`config.mk`:
```
export PLATFORM = sky130hd
export DESIGN_NAME = encoder_velocity_sampler
export DESIGN_NICKNAME = d
export VERILOG_FILES = /design/src/design/evs_pkg.sv /design/src/design/evs_div.sv /design/src/design/evs_dpath.sv /design/src/design/evs_ctrl.sv /design/src/design/encoder_velocity_sampler.sv
export SDC_FILE = /design/constraint.sdc
export NUM_CORES = 1
export LEC_CHECK = 0
export ABC_CLOCK_PERIOD_IN_PS = 14800
export BUFFER_PORTS_ARGS = -buffer_cell sky130_fd_sc_hd__buf_2
export CORE_ASPECT_RATIO = 0.75
export CORE_MARGIN = 2
export CORE_UTILIZATION = 45
export DETAILED_ROUTE_END_ITERATION = 16
export GPL_TIMING_DRIVEN = 1
export PLACE_DENSITY = 0.66
export SLEW_MARGIN = 10
export SYNTH_ARGS = -nofsm -noshare
export SYNTH_HDL_FRONTEND = slang
export SYNTH_SLANG_ARGS = --single-unit
```
`constraint.sdc`:
```
create_clock -name clk -period 14.8 [get_ports clk]
set_input_delay 1.48 -clock clk [delete_from_list [all_inputs] [get_ports clk]]
set_output_delay 1.48 -clock clk [all_outputs]
set_load 0.05 [all_outputs]
```
`src/design/evs_pkg.sv`:
```
// Shared types, constants and helpers for the encoder velocity sampler.
package evs_pkg;

  localparam int CHANNELS_DEF = 2;
  localparam int POS_W        = 32;
  localparam int ELAPSED_W    = 16;
  localparam int CPR_W        = 16;
  localparam int PROD_W       = 48;
  localparam int DIV_W        = 16;

  localparam logic [9:0]  MS_PER_S       = 10'd1000;
  localparam logic [15:0] MILLIRPM_SCALE = 16'd60000;

  typedef enum logic {
    OP_SAMPLE = 1'b0,
    OP_ZERO   = 1'b1
  } opcode_t;

  typedef struct packed {
    logic                 opcode;
    logic                 channel;
    logic [POS_W-1:0]     position;
    logic [ELAPSED_W-1:0] interval;
  } in_t;

  typedef struct packed {
    logic                     channel_out;
    logic [POS_W-1:0]         position_out;
    logic signed [POS_W-1:0]  delta;
    logic signed [POS_W-1:0]  count_rate;
    logic signed [POS_W-1:0]  milli_rpm;
  } out_t;

  typedef enum logic [3:0] {
    ST_IDLE,
    ST_DECODE,
    ST_DELTA,
    ST_MUL1,
    ST_START1,
    ST_WAIT1,
    ST_SAT1,
    ST_MUL2,
    ST_START2,
    ST_WAIT2,
    ST_SAT2,
    ST_OUTPUT
  } state_t;

  typedef struct packed {
    logic load_in;
    logic upd_base;
    logic calc_delta;
    logic mul1;
    logic div_start;
    logic div_sel;
    logic sat1;
    logic mul2;
    logic sat2;
    logic load_out;
  } cmd_t;

  typedef struct packed {
    logic is_zero_op;
    logic in_range;
    logic div_done;
    logic out_free;
  } status_t;

  // Clip an unsigned quotient to the magnitude range of a signed 32-bit result.
  function automatic logic [POS_W-1:0] sat_mag(input logic [PROD_W-1:0] q, input logic neg);
    logic [PROD_W-1:0] lim;
    lim = neg ? 48'h0000_8000_0000 : 48'h0000_7FFF_FFFF;
    return (q > lim) ? lim[POS_W-1:0] : q[POS_W-1:0];
  endfunction

  function automatic logic [POS_W-1:0] apply_sign(input logic [POS_W-1:0] mag, input logic neg);
    return neg ? (~mag + 32'd1) : mag;
  endfunction

endpackage

```
`src/design/evs_div.sv`:
```
// Restoring unsigned divider, one quotient bit per cycle.
module evs_div (
  input  logic                        clk,
  input  logic                        rst,
  input  logic                        start,
  input  logic [evs_pkg::PROD_W-1:0]  dividend,
  input  logic [evs_pkg::DIV_W-1:0]   divisor,
  output logic [evs_pkg::PROD_W-1:0]  quotient,
  output logic                        done
);
  import evs_pkg::*;

  localparam int CNT_W = $clog2(PROD_W);

  logic             busy;
  logic [CNT_W-1:0] cnt;
  logic [DIV_W-1:0] rem;
  logic [DIV_W-1:0] dvs;
  logic [DIV_W:0]   trial;
  logic             fits;

  assign trial = {rem, quotient[PROD_W-1]};
  assign fits  = trial >= {1'b0, dvs};
  assign done  = busy && (cnt == CNT_W'(PROD_W - 1));

  always_ff @(posedge clk) begin
    if (rst) begin
      busy <= 1'b0;
      cnt  <= '0;
    end else if (start) begin
      busy <= 1'b1;
      cnt  <= '0;
    end else if (busy) begin
      cnt <= cnt + CNT_W'(1);
      if (done) begin
        busy <= 1'b0;
      end
    end
  end

  always_ff @(posedge clk) begin
    if (start) begin
      rem      <= '0;
      dvs      <= divisor;
      quotient <= dividend;
    end else if (busy) begin
      rem      <= fits ? DIV_W'(trial - {1'b0, dvs}) : trial[DIV_W-1:0];
      quotient <= {quotient[PROD_W-2:0], fits};
    end
  end

endmodule

```
`src/design/evs_dpath.sv`:
```
// Datapath: input and baseline registers, scaling multipliers, divider, output register.
module evs_dpath #(
  parameter int CHANNELS = evs_pkg::CHANNELS_DEF
) (
  input  logic                      clk,
  input  logic                      rst,
  input  evs_pkg::in_t              in_data,
  input  logic                      cfg_we,
  input  logic [evs_pkg::CPR_W-1:0] cfg_data,
  output evs_pkg::out_t             out_data,
  output logic                      out_valid,
  input  logic                      out_ready,
  input  evs_pkg::cmd_t             cmd,
  output evs_pkg::status_t          status
);
  import evs_pkg::*;

  localparam int CH_W = (CHANNELS > 1) ? $clog2(CHANNELS) : 1;

  in_t               in_q;
  logic [CPR_W-1:0]  counts_per_rev;
  logic [POS_W-1:0]  baseline [CHANNELS];
  logic [POS_W-1:0]  delta_q;
  logic              neg_q;
  logic [PROD_W-1:0] prod_q;
  logic [POS_W-1:0]  cps_mag;
  logic [POS_W-1:0]  cps_q;
  logic [POS_W-1:0]  rpm_q;
  logic [POS_W-1:0]  delta_mag;
  logic [POS_W-1:0]  rpm_mag;
  logic [CH_W-1:0]   idx;
  logic [DIV_W-1:0]  divisor;
  logic [PROD_W-1:0] quotient;
  logic              div_done;

  assign idx       = CH_W'(in_q.channel);
  assign delta_mag = delta_q[POS_W-1] ? (~delta_q + 32'd1) : delta_q;
  assign rpm_mag   = sat_mag(quotient, neg_q);
  assign divisor   = cmd.div_sel ? counts_per_rev
                   : ((in_q.interval == '0) ? DIV_W'(1) : in_q.interval);

  evs_div u_div (
    .clk      (clk),
    .rst      (rst),
    .start    (cmd.div_start),
    .dividend (prod_q),
    .divisor  (divisor),
    .quotient (quotient),
    .done     (div_done)
  );

  assign status.is_zero_op = (in_q.opcode == OP_ZERO);
  assign status.in_range   = 32'(in_q.channel) < 32'(CHANNELS);
  assign status.div_done   = div_done;
  assign status.out_free   = !out_valid || out_ready;

  always_ff @(posedge clk) begin
    if (rst) begin
      counts_per_rev <= '0;
    end else if (cfg_we) begin
      counts_per_rev <= cfg_data;
    end
  end

  always_ff @(posedge clk) begin
    if (rst) begin
      for (int i = 0; i < CHANNELS; i++) begin
        baseline[i] <= '0;
      end
    end else if (cmd.upd_base) begin
      baseline[idx] <= in_q.position;
    end
  end

  always_ff @(posedge clk) begin
    if (cmd.load_in) begin
      in_q <= in_data;
    end
    if (cmd.calc_delta) begin
      delta_q <= in_q.position - baseline[idx];
    end
    if (cmd.mul1) begin
      neg_q  <= delta_q[POS_W-1];
      prod_q <= PROD_W'(delta_mag) * PROD_W'(MS_PER_S);
    end
    if (cmd.sat1) begin
      cps_mag <= sat_mag(quotient, neg_q);
      cps_q   <= apply_sign(sat_mag(quotient, neg_q), neg_q);
    end
    if (cmd.mul2) begin
      prod_q <= PROD_W'(cps_mag) * PROD_W'(MILLIRPM_SCALE);
    end
    if (cmd.sat2) begin
      rpm_q <= (counts_per_rev == '0) ? '0 : apply_sign(rpm_mag, neg_q);
    end
  end

  always_ff @(posedge clk) begin
    if (rst) begin
      out_valid <= 1'b0;
    end else if (cmd.load_out) begin
      out_valid <= 1'b1;
    end else if (out_ready) begin
      out_valid <= 1'b0;
    end
  end

  always_ff @(posedge clk) begin
    if (cmd.load_out) begin
      out_data.channel_out  <= in_q.channel;
      out_data.position_out <= in_q.position;
      out_data.delta        <= delta_q;
      out_data.count_rate   <= cps_q;
      out_data.milli_rpm    <= rpm_q;
    end
  end

endmodule

```
`src/design/evs_ctrl.sv`:
```
// Controller state machine sequencing the sample computation.
module evs_ctrl (
  input  logic             clk,
  input  logic             rst,
  input  logic             in_valid,
  output logic             in_ready,
  input  evs_pkg::status_t status,
  output evs_pkg::cmd_t    cmd
);
  import evs_pkg::*;

  state_t state;
  state_t state_next;

  always_ff @(posedge clk) begin
    if (rst) begin
      state <= ST_IDLE;
    end else begin
      state <= state_next;
    end
  end

  always_comb begin
    state_next = state;
    case (state)
      ST_IDLE: begin
        if (in_valid) state_next = ST_DECODE;
      end
      ST_DECODE: begin
        if (!status.in_range || status.is_zero_op) begin
          state_next = ST_IDLE;
        end else begin
          state_next = ST_DELTA;
        end
      end
      ST_DELTA:  state_next = ST_MUL1;
      ST_MUL1:   state_next = ST_START1;
      ST_START1: state_next = ST_WAIT1;
      ST_WAIT1: begin
        if (status.div_done) state_next = ST_SAT1;
      end
      ST_SAT1:   state_next = ST_MUL2;
      ST_MUL2:   state_next = ST_START2;
      ST_START2: state_next = ST_WAIT2;
      ST_WAIT2: begin
        if (status.div_done) state_next = ST_SAT2;
      end
      ST_SAT2:   state_next = ST_OUTPUT;
      ST_OUTPUT: begin
        if (status.out_free) state_next = ST_IDLE;
      end
      default:   state_next = ST_IDLE;
    endcase
  end

  always_comb begin
    cmd      = '0;
    in_ready = 1'b0;
    case (state)
      ST_IDLE: begin
        in_ready    = 1'b1;
        cmd.load_in = in_valid;
      end
      ST_DECODE: begin
        cmd.upd_base = status.in_range && status.is_zero_op;
      end
      ST_DELTA: begin
        cmd.calc_delta = 1'b1;
        cmd.upd_base   = 1'b1;
      end
      ST_MUL1:   cmd.mul1 = 1'b1;
      ST_START1: cmd.div_start = 1'b1;
      ST_SAT1:   cmd.sat1 = 1'b1;
      ST_MUL2:   cmd.mul2 = 1'b1;
      ST_START2: begin
        cmd.div_start = 1'b1;
        cmd.div_sel   = 1'b1;
      end
      ST_WAIT2:  cmd.div_sel = 1'b1;
      ST_SAT2:   cmd.sat2 = 1'b1;
      ST_OUTPUT: cmd.load_out = status.out_free;
      default: begin
        cmd      = '0;
        in_ready = 1'b0;
      end
    endcase
  end

endmodule

```
`src/design/encoder_velocity_sampler.sv`:
```
// Encoder velocity sampler: per-channel delta, counts per second and milli-rpm.
// A sample transaction runs two passes of the shared bit-serial divider before its result
// shows; a zero or out-of-range transaction ends after decode without an output.
// A new transaction is taken only in idle, after the previous one has finished.
// Reset (synchronous, active high): baselines and counts_per_rev go to zero,
// the output register empties and the controller returns to idle.
module encoder_velocity_sampler #(
  parameter int CHANNELS = evs_pkg::CHANNELS_DEF
) (
  input  logic                      clk,
  input  logic                      rst,
  input  logic                      in_valid,
  output logic                      in_ready,
  input  evs_pkg::in_t              in_data,
  output logic                      out_valid,
  input  logic                      out_ready,
  output evs_pkg::out_t             out_data,
  input  logic                      cfg_we,
  input  logic [evs_pkg::CPR_W-1:0] cfg_data
);
  import evs_pkg::*;

  cmd_t    cmd;
  status_t status;

  evs_ctrl u_ctrl (
    .clk      (clk),
    .rst      (rst),
    .in_valid (in_valid),
    .in_ready (in_ready),
    .status   (status),
    .cmd      (cmd)
  );

  evs_dpath #(
    .CHANNELS (CHANNELS)
  ) u_dpath (
    .clk       (clk),
    .rst       (rst),
    .in_data   (in_data),
    .cfg_we    (cfg_we),
    .cfg_data  (cfg_data),
    .out_data  (out_data),
    .out_valid (out_valid),
    .out_ready (out_ready),
    .cmd       (cmd),
    .status    (status)
  );

endmodule
```
* Word level (Yosys, flattened, before mapping) *
Memory sizes are Yosys's and may differ from the RTL's. A register that Yosys moved wholly into a read port is not among the register bits.
Index checks and enable logic that the tools add are counted.

word-level totals
  register bits after elaboration = 461
  bits in latches = 0
  RAM bits = 64
  bits in read-only memories = 0
  input bits = 71
  output and inout bits = 131
  word-level logic and storage cells = 109
  memories = 1

memory list
  memory            depth  width  rd ports  clocked after Yosys merged registers in  write ports  RTL line         RTL
  u_dpath.baseline  2      32     1         1                                        2            evs_dpath.sv:22  logic [POS_W-1:0] baseline [CHANNELS];

operators by class
  add/sub/neg operators = 5
  multipliers = 2
  div/mod/pow operators = 0
  $lt $le $gt $ge = 2
  eq/ne operators = 16
  shift operators = 0
  mux-type cells = 42
  bitwise logic cells = 2
  reductions and logical operators = 14

operator list
  cell                      number
  $mux W48                  4
  $mux W32                  5
  $add A32 B1 Y32 const B   2
  $not A32 Y32              2
  $gt A48 B48 Y1            1
  $mux W16                  3
  $pmux W4 S12              1
  $mul A32 B11 Y43 const B  1
  $mul A32 B7 Y39 const B   1
  $logic_not A16 Y1         2
  $reduce_or A32 Y1         1
  $sub A32 B32 Y32          1
  $mux W1                   23
  $ge A17 B16 Y1            1
  $eq A4 B3 Y1 const B      4
  $eq A4 B4 Y1 const B      4
  $mux W4                   4
  $sub A16 B16 Y16          1
  $eq A4 B2 Y1 const B      2
  $add A6 B1 Y6 const B     1
  $eq A6 B6 Y1 const B      1
  $ne A2 B1 Y1 const B      3
  $reduce_bool A2 Y1        3
  $reduce_or A2 Y1          3
  other kinds (9)           9

* Longest topological paths before layout *
Gate-level depths: netlist of the first run.

  depth in word-level cells = 7
  mapped depth = 25
  gate-level depth less buffers = 24

* Cells and area by module *
From an unflattened synthesis of the first run, not the netlist that was laid out.

second synthesis, totals
  cells, all modules = 2855
  area, all modules = 34889.7 um^2

by module, submodules not included
  module     instances  cells an instance  area each (um^2)  seq. area each (um^2)
  evs_dpath  1          2450               30077.6           12832.3
  evs_div    1          358                4424.2            2382.3
  evs_ctrl   1          47                 387.9             80.1

* Worst setup path before layout of the first run *
No wires, ideal clock.

  path type = register -> register
  from = register u_ctrl.state[2]
  to = register u_dpath.cps_mag[0] (enable)
  library setup time = 0.663 ns
  arrival = 7.699 ns
  data required time = 14.137 ns
  path slack = 6.439 ns
  cell stages (with the launch flop) = 6
  path buffers = 3
  clock period less this slack = 8.361 ns
  path through = dfxtp_1 -> clkbuf_1 -> inv_1 -> clkbuf_1 -> clkbuf_1 -> nor4b_1

between the ends
  longest elaborated chain between the ends = 2

RTL lines
  element                 RTL line         RTL
  from (decl)             evs_ctrl.sv:12   state_t state;
  from (signal assigned)  evs_ctrl.sv:19   state <= state_next;
  $eq A4 B3 Y1            evs_ctrl.sv:59   case (state)
  $mux W1                 evs_ctrl.sv:59
  to (signal assigned)    evs_dpath.sv:87  cps_mag <= sat_mag(quotient, neg_q);
  to (decl)               evs_dpath.sv:26  logic [POS_W-1:0] cps_mag;

Every way passes these cells.
A chain may end at the register's enable or synchronous reset.

* Worst setup path after layout of the first run *
  from = register u_dpath.delta_q[5]
  to = register u_dpath.prod_q[41] (data pin)

between the ends
  longest elaborated chain between the ends = 6

RTL lines
  element                 RTL line         RTL
  from (decl)             evs_dpath.sv:23  logic [POS_W-1:0] delta_q;
  from (signal assigned)  evs_dpath.sv:80  delta_q <= in_q.position - baseline[idx];
  $not A32 Y32            evs_dpath.sv:37  assign delta_mag = delta_q[POS_W-1] ? (~delta_q + 32'd1) : delta_q;
  $add A32 B1 Y32         evs_dpath.sv:37
  $mux W32 *              evs_dpath.sv:37
  $mul A32 B7 Y39 *       evs_dpath.sv:84  prod_q <= PROD_W'(delta_mag) * PROD_W'(MS_PER_S);
  $mux W48 *              evs_dpath.sv:82  if (cmd.mul1) begin
  $mux W48 *              evs_dpath.sv:90  if (cmd.mul2) begin
  to (signal assigned)    evs_dpath.sv:84
  to (signal assigned)    evs_dpath.sv:91  prod_q <= PROD_W'(cps_mag) * PROD_W'(MILLIRPM_SCALE);
  to (decl)               evs_dpath.sv:25  logic [PROD_W-1:0] prod_q;

Every way passes the cells marked *; elsewhere a longest branch is shown, timed or not. The select of a mux whose other input is x is not followed.

==> impl_results.md, run 1 <==
* Vias in the first global route at 23.0k
* DRC Markers at 0
* Max-slew headroom at 0.197
* Worst-Skew Late Latency at 0.63 ns
* Layout cells sized above 1 at 0.125
* Design area at 38900 um^2
* Row count at 88
* Most common cell on crit path: fa_1
* Final TNS setup at 0 ns
* EDFF count, synth at about 480
* Placed instance area at 37100 um^2
* Ys Warns at 0
* Deepest clock path buffer count at 3
* Worst path bufs/invs at 2
* P_leak at roughly 0.016 uW
* Share of the synthesized area in the top cell type at 0.411
* Die height at approximately 250 um
* Routed wl met2 at 33300 um
* Met3 WL at 3630 um
* DP HPWL at 55900 um
* Synthesized flop and latch total at between 500 and 600
* Worst reg2reg startpoint: u_dpath.delta_q[5]
* PostCTS Resize Cnt at 0
* Setup bufs post-CTS at 0
* PortBufs at 201
* Most frequent cells in the layout: 478 x edfxtp_1, 261 x ha_1, 245 x nand2_1, 242 x fa_1, 230 x inv_1
* Final setup viols at 0
* Ranking of synthesized cells by area: edfxtp_1 41%, fa_1 14%, ha_1 9.4%
* Yosys cell types at 83
* Initial antenna violation count at 0
* Wire per inst at 17.7 um
* Crit path max fanout at 6
* PD cells at 217 nW/um^2
* R2R depth at 21
* Die Wd at 325 um
* Min-delay worst type: register to register
* Number of CTS-inserted buffers at 55
* Root Buffer: clkbuf_16
* Fin util at 0.506
* Worst-path clk slew at roughly 0.070 ns
* Initial DRC Count at approximately 1.8k
* Layout Skew at 0.0229 ns
* Run status: complete, no violations
* CP Data Arrival Time at 8.05 ns
* Area grow syn2layout at 11.5%
* Avg Vias per Cell at 5.43
* Hold slack at 0.417 ns
* Wirelength, routed at roughly 75000 um
* First-pass GRT wire length at roughly 120000 um
* Core area at 76900 um^2
* Syn avg cell area at 11.7 um^2
* # clock sinks at 525
* Most common cell after layout, fill and taps aside: edfxtp_1
* DRT Pass-1 Iters at 7
* Via count at approximately 23k
* Crit end category: register
* WP depth at 21
* CTS tree: built
* Seq/Total Area, Yosys at 0.438
* Peak VDD IR at 0.286 mV
* Worst R2R End: u_dpath.prod_q[41]
* Fmax at 130 MHz
* I/O pins at around 200
* Post-Syn Nets at 3566
* Async set or reset register ratio after synthesis at 0
* Startpoint Class: register
* Worst Tran Pin Value at 1.20 ns
* Total track usage at 0.193
* Effective utilization at floorplan at 0.454
* Reg2Reg Setup Slack at a little over 7 ns
* Post-synth top flop: edfxtp_1
* CP max stage delay at about 0.6 ns
* Minimum clock period at between 7 and 8 ns
* Uppermost routed layer: met4
* CP cell instances: nor4_2 > nand4_1 > or2_2 > or4_1 > o31a_1 > xor2_1 > inv_1 > fa_1 > fa_1 > fa_1 > fa_1 > inv_1 > ha_1 > nand2_1 > a21oi_1 > a221o_1 > a31oi_1 > o21ai_0 > and2_1 > o41ai_1 > o211ai_1
* CP top delay family: adder cells
* Cells after synthesis at around 3.0k
* Largest net degree at the start of global routing at 76
* Mapped cell area at 34900 um^2
* N_diodes at 0
* # hold bufs at CTS at 0
* Final count of pins violating max slew at 0
* RSZ-0062 raised after global routing: no
* Max-Cap Viols at 0
* Antenna viol nets, final at 0
* GRT Residual Overflow at 0
* Crit share post-route at 0.519
* Synth area leader: edfxtp_1
* Routability congestion estimate at 0.884
* Worst EP required at 15.16 ns
* Crit-path slowest cell: fa_1
* Final Hold Viols at 0
* M1 WL at 36900 um
* Worst setup path endpoint: u_dpath.prod_q[41]
* Worst setup path startpoint: u_dpath.delta_q[5]
* CTS H-tree lvls at 2
* Setup Crit Path Kind: register to register
* Die area at approximately 80000 um^2
* Final nets at 3752
==> synth_stat cells, types with 21 or more instances <==
master / n
a211oi_1: 21
a21o_1: 62
a21oi_1: 184
and2_1: 38
and3_1: 43
clkbuf_1: 85
dfxtp_1: 47
edfxtp_1: 478
fa_1: 242
ha_1: 261
inv_1: 231
mux2i_1: 68
nand2_1: 246
nand3_1: 34
nand4_1: 29
nor2_1: 153
nor2b_1: 40
nor3_1: 53
o21a_1: 46
o21ai_0: 112
o31ai_1: 22
or2_2: 28
xnor2_1: 107
xor2_1: 71
==> area by class of cell <==
| type | count | area [um^2] |
|---|---|---|
| fill | 6927 | 38000 |
| timing repair buffer | 227 | 1200 |
| tap | 1035 | 1290 |
| sequential | 525 | 15300 |
| clock buffer | 67 | 1420 |
| clock inverter | 36 | 410 |
| multi-input combinational | 2136 | 18400 |
| inverter | 233 | 875 |
==> state kept, by name, indices dropped and copies added (netlist names), 4 cells and up, named ones only <==
register	count
u_dpath.u_div.dvs	16
u_dpath.prod_q	45
u_dpath.cps_q	31
u_dpath.baseline	64
u_dpath.rpm_q	32
u_ctrl.state	4
u_dpath.cps_mag	32
u_dpath.in_q	48
u_dpath.counts_per_rev	16
u_dpath.out_data	129
u_dpath.u_div.cnt	6
u_dpath.u_div.quotient	48
u_dpath.delta_q	32
u_dpath.u_div.rem	16
==> report_power, final <==
| group | switching [uW] | internal (uW) |
|---|---|---|
| sequential | 71.3 | 1730 |
| clock | 605 | 812 |
| combinational | 2990 | 2220 |
| total | 3660 | 4760 |
==> how the worst min path moves through the flow <==
stage          slack (ns)               from  cells past startpoint                    to
2_1_floorplan        0.40   u_dpath.rpm_q[0]                      0   u_dpath.out_data[0]
5_1_grt              0.42  u_dpath.rpm_q[27]                      0  u_dpath.out_data[27]
3_3_place_gp         0.40  u_dpath.cps_q[10]                      0  u_dpath.out_data[42]
4_1_cts              0.42  u_dpath.cps_q[29]                      0  u_dpath.out_data[61]
3_5_place_dp         0.40  u_dpath.rpm_q[18]                      0  u_dpath.out_data[18]
6_report             0.42  u_dpath.cps_q[28]                      0  u_dpath.out_data[60]
==> layer usage <==
layer  vias to the layer above  track usage
met4                         0       0.0465
met1                     11419        0.293
met2                       502        0.293
li1                      11114            -
met5                         -            0
met3                        95       0.0250
==> through the flow <==
step / setup slack [ns] / instances / power (uW)
2_1_floorplan: 6.44 / 2992 / 5930
3_3_place_gp: 7.38 / 4156 / 6960
3_5_place_dp: 7.28 / 4156 / 6980
4_1_cts: 7.17 / 4259 / 8450
5_1_grt: 6.60 / 4259 / 9240
6_report: 7.11 / 4259 / 8430
==> kinds of logic after synthesis <==
group,count (synthesis),synth area share
mux,86,0.0253
buf+inv,331,0.0357
compound gates,606,0.114
xor+xnor,182,0.0466
simple gates,752,0.106
flops,525,0.438
fa+ha+maj,510,0.235
(Power assumes the default switching activity.)
==> run 2: changes to the inputs <==
ABC_CLOCK_PERIOD_IN_PS = 7900   (was 14800)
clock period = 7.9 ns   (was 14.8 ns; I/O delays follow)
==> run 2 against run 1 <==
Critical path depth increased by 1. Die area unchanged. Sequential power is 87% higher. Worst setup slack worse by 6.5 ns. Sequential share of layout area decreased by 0.085 points. First-iteration DRC count grew 2.0%. Clock power up 82%. Global-route usage fell by 0.37 points.
==> impl_results.md, run 2 (synthesis results as in run 1) <==
* DP HPWL at 55400 um (was 55900 um)
* Crit end category: register (unchanged)
* Deepest clock path buffer count at 3 (unchanged)
* Via count at 23.0k (was 23.1k)
* Die Wd at 325 um (unchanged)
* Number of CTS-inserted buffers at 54 (was 55)
* First-pass GRT wire length at 122000 um (was 125000 um)
* Worst-Skew Late Latency at 0.63 ns (about the same)
* Worst setup path endpoint: u_dpath.prod_q[39] (was u_dpath.prod_q[41])
* Effective utilization at floorplan at 0.454 (unchanged)
* Setup bufs post-CTS at 0 (unchanged)
* Fin util at 0.507 (was 0.506)
* I/O pins at 202 (unchanged)
* Max-Cap Viols at 0 (unchanged)
* Worst setup path startpoint: u_dpath.delta_q[7] (was u_dpath.delta_q[5])
* Vias in the first global route at 22.5k (was 23.0k)
* GRT Residual Overflow at 0 (unchanged)
* Initial DRC Count at 1865 (was 1828)
* Most frequent cells in the layout: 478 x edfxtp_1, 261 x ha_1, 245 x nand2_1, 242 x fa_1, 230 x inv_1 (unchanged)
* Avg Vias per Cell at 5.39 (was 5.43)
* Worst Tran Pin Value at 1.07 ns (was 1.20 ns)
* Die height at 245 um (unchanged)
* Hold depth at 1 (was 0)
* Setup Crit Path Kind: register to register (unchanged)
* Final Hold Viols at 0 (unchanged)
* Worst R2R End: u_dpath.prod_q[39] (was u_dpath.prod_q[41])
* Final setup viols at 0 (unchanged)
* Minimum clock period at 7.27 ns (was 7.69 ns)
* Final TNS setup at 0 ns (unchanged)
* N_diodes at 0 (unchanged)
* Min-delay worst type: input pin to register (was register to register)
* Peak VDD IR at 0.552 mV (was 0.286 mV)
* RSZ-0062 raised after global routing: no (unchanged)
* Root Buffer: clkbuf_16 (unchanged)
* Antenna viol nets, final at 0 (unchanged)
* Flip-flop count of the largest register after layout at 129 (unchanged)
* R2R depth at 22 (was 21)
* Fmax at 138 MHz (was 130 MHz)
* Startpoint Class: register (unchanged)
* Most common cell on crit path: fa_1 (unchanged)
* Wire per inst at 17.4 um (was 17.7 um)
* CP max stage delay at 0.60 ns (about the same)
* P_leak at 0.0158 uW (about the same)
* PD cells at 404 nW/um^2 (was 217 nW/um^2)
* Final count of pins violating max slew at 0 (unchanged)
* Biggest regs: u_dpath.out_data: 129 flops, u_dpath.baseline: 64 flops (unchanged)
* Final nets at 3766 (was 3752)
* Layout cells sized above 1 at 0.131 (was 0.125)
* Run status: complete, no violations (unchanged)
* Worst path bufs/invs at 3 (was 2)
* Worst EP required at 8.25 ns (was 15.16 ns)
* Total track usage at 0.189 (was 0.193)
* Max-slew headroom at 0.281 (was 0.197)
* Most common cell after layout, fill and taps aside: edfxtp_1 (unchanged)
* Layout Skew at 0.0285 ns (was 0.0229 ns)
* # clock sinks at 525 (unchanged)
* CTS H-tree lvls at 2 (unchanged)
* Biggest register: u_dpath.out_data (unchanged)
* Worst-path clk slew at 0.06 ns (was 0.07 ns)
* Crit share post-route at 0.921 (was 0.519)
* WP depth at 22 (was 21)
* Worst reg2reg startpoint: u_dpath.delta_q[7] (was u_dpath.delta_q[5])
* PortBufs at 201 (unchanged)
* Crit-path slowest cell: o21ai_0 (was fa_1)
* Die area at 79800 um^2 (unchanged)
* Largest net degree at the start of global routing at 66 (was 76)
* Initial antenna violation count at 0 (unchanged)
* Wirelength, routed at 74400 um (was 75500 um)
* CP top delay family: adder cells (unchanged)
* Area grow syn2layout at 11.7% (was 11.5%)
* Routability congestion estimate at 0.891 (was 0.884)
* Row count at 88 (unchanged)
* CP Data Arrival Time at 7.62 ns (was 8.05 ns)
* Reg2Reg Setup Slack at 0.63 ns (was 7.11 ns)
* Crit path max fanout at 6 (unchanged)
* CP cell instances: nor3_1 > nand4_1 > or2_2 > or4_1 > o31a_1 > xor2_1 > buf_4 > inv_1 > fa_1 > fa_1 > fa_1 > fa_1 > inv_1 > ha_1 > nand3_1 > nor2_1 > nand4_1 > o21ai_0 > a211oi_1 > a21oi_1 > mux2i_1 > o31ai_1 (was nor4_2 > nand4_1 > or2_2 > or4_1 > o31a_1 > xor2_1 > inv_1 > fa_1 > fa_1 > fa_1 > fa_1 > inv_1 > ha_1 > nand2_1 > a21oi_1 > a221o_1 > a31oi_1 > o21ai_0 > and2_1 > o41ai_1 > o211ai_1)
* DRT Pass-1 Iters at 5 (was 7)
* Core area at 76900 um^2 (unchanged)
* CTS tree: built (unchanged)
* DRC Markers at 0 (unchanged)
[run 2: changes by cell type in the layout (fill, tap and decap cells not counted), sizes merged]
| cell | change |
|---|---|
| buf | +15 |
| clkinv | -3 |
| inv | +2 |
| clkbuf | -2 |
| bufinv | -3 |
[run 2: worst min-delay path by stage]
stage	from	endpoint	slack, ns
2_1_floorplan	u_dpath.rpm_q[0]	u_dpath.out_data[0]	0.40
3_3_place_gp	u_dpath.rpm_q[24]	u_dpath.out_data[24]	0.40
3_5_place_dp	u_dpath.rpm_q[20]	u_dpath.out_data[20]	0.40
4_1_cts	in_data[12]	u_dpath.in_q[12]	0.28
5_1_grt	in_data[12]	u_dpath.in_q[12]	0.30
6_report	in_data[12]	u_dpath.in_q[12]	0.33
[run 2: area by class of cell]
cell class | count | area (um^2)
clock buffers | 65 | 1470
clock inverters | 32 | 309
fillers | 6905 | 37900
inverters | 233 | 875
multi-input cells | 2136 | 18400
flip-flops and latches | 525 | 15300
well taps | 1035 | 1290
repair buffers | 242 | 1310
[run 2: per-layer routing]
layer / wire (um) / GRT usage / vias up
li1: - / - / 11140
met1: 36800 / 0.292 / 11319
met2: 32800 / 0.285 / 476
met3: 3600 / 0.0256 / 73
met4: 1200 / 0.0396 / 0
met5: 0 / 0 / -
[run 2: worst reg2reg max path, delay by kind of cell, from the launching register on]
kind / cells / cell delay (ns)
AO/OA/AOI/OAI: 5 / 1.34
flip-flops: 1 / 0.44
multiplexers: 1 / 0.22
XOR/XNOR: 1 / 0.13
buffers and inverters: 3 / 0.30
AND/OR/NAND/NOR: 7 / 2.13
adder cells (fa/ha/maj): 5 / 2.44
[run 2: per-stage QoR]
step           setup slack [ns]  total power, uW  std cells  instance area, um^2  hold WS, ns
2_1_floorplan             0.669            11100       2992                34900        0.400
3_3_place_gp              0.684            13100       4171                37200        0.402
3_5_place_dp              0.495            13100       4171                37200        0.405
4_1_cts                   0.502            15800       4268                39000        0.279
5_1_grt                   0.156            17300       4268                39000        0.300
6_report                  0.628            15800       4268                39000        0.331
[run 2: what timing repair did]
item / 4_1_cts / 5_1_grt
resized for setup: 0 / 2
hold buffers: 0 / 0
setup endpoints to repair: 0 / 2
[run 2: report_power, final]
group          internal [uW]  switching, uW  leakage, uW  total [uW]
Combinational           4190           5590       0.0102        9790
Clock                   1460           1120     0.000872        2580
Sequential              3250            142      0.00475        3390
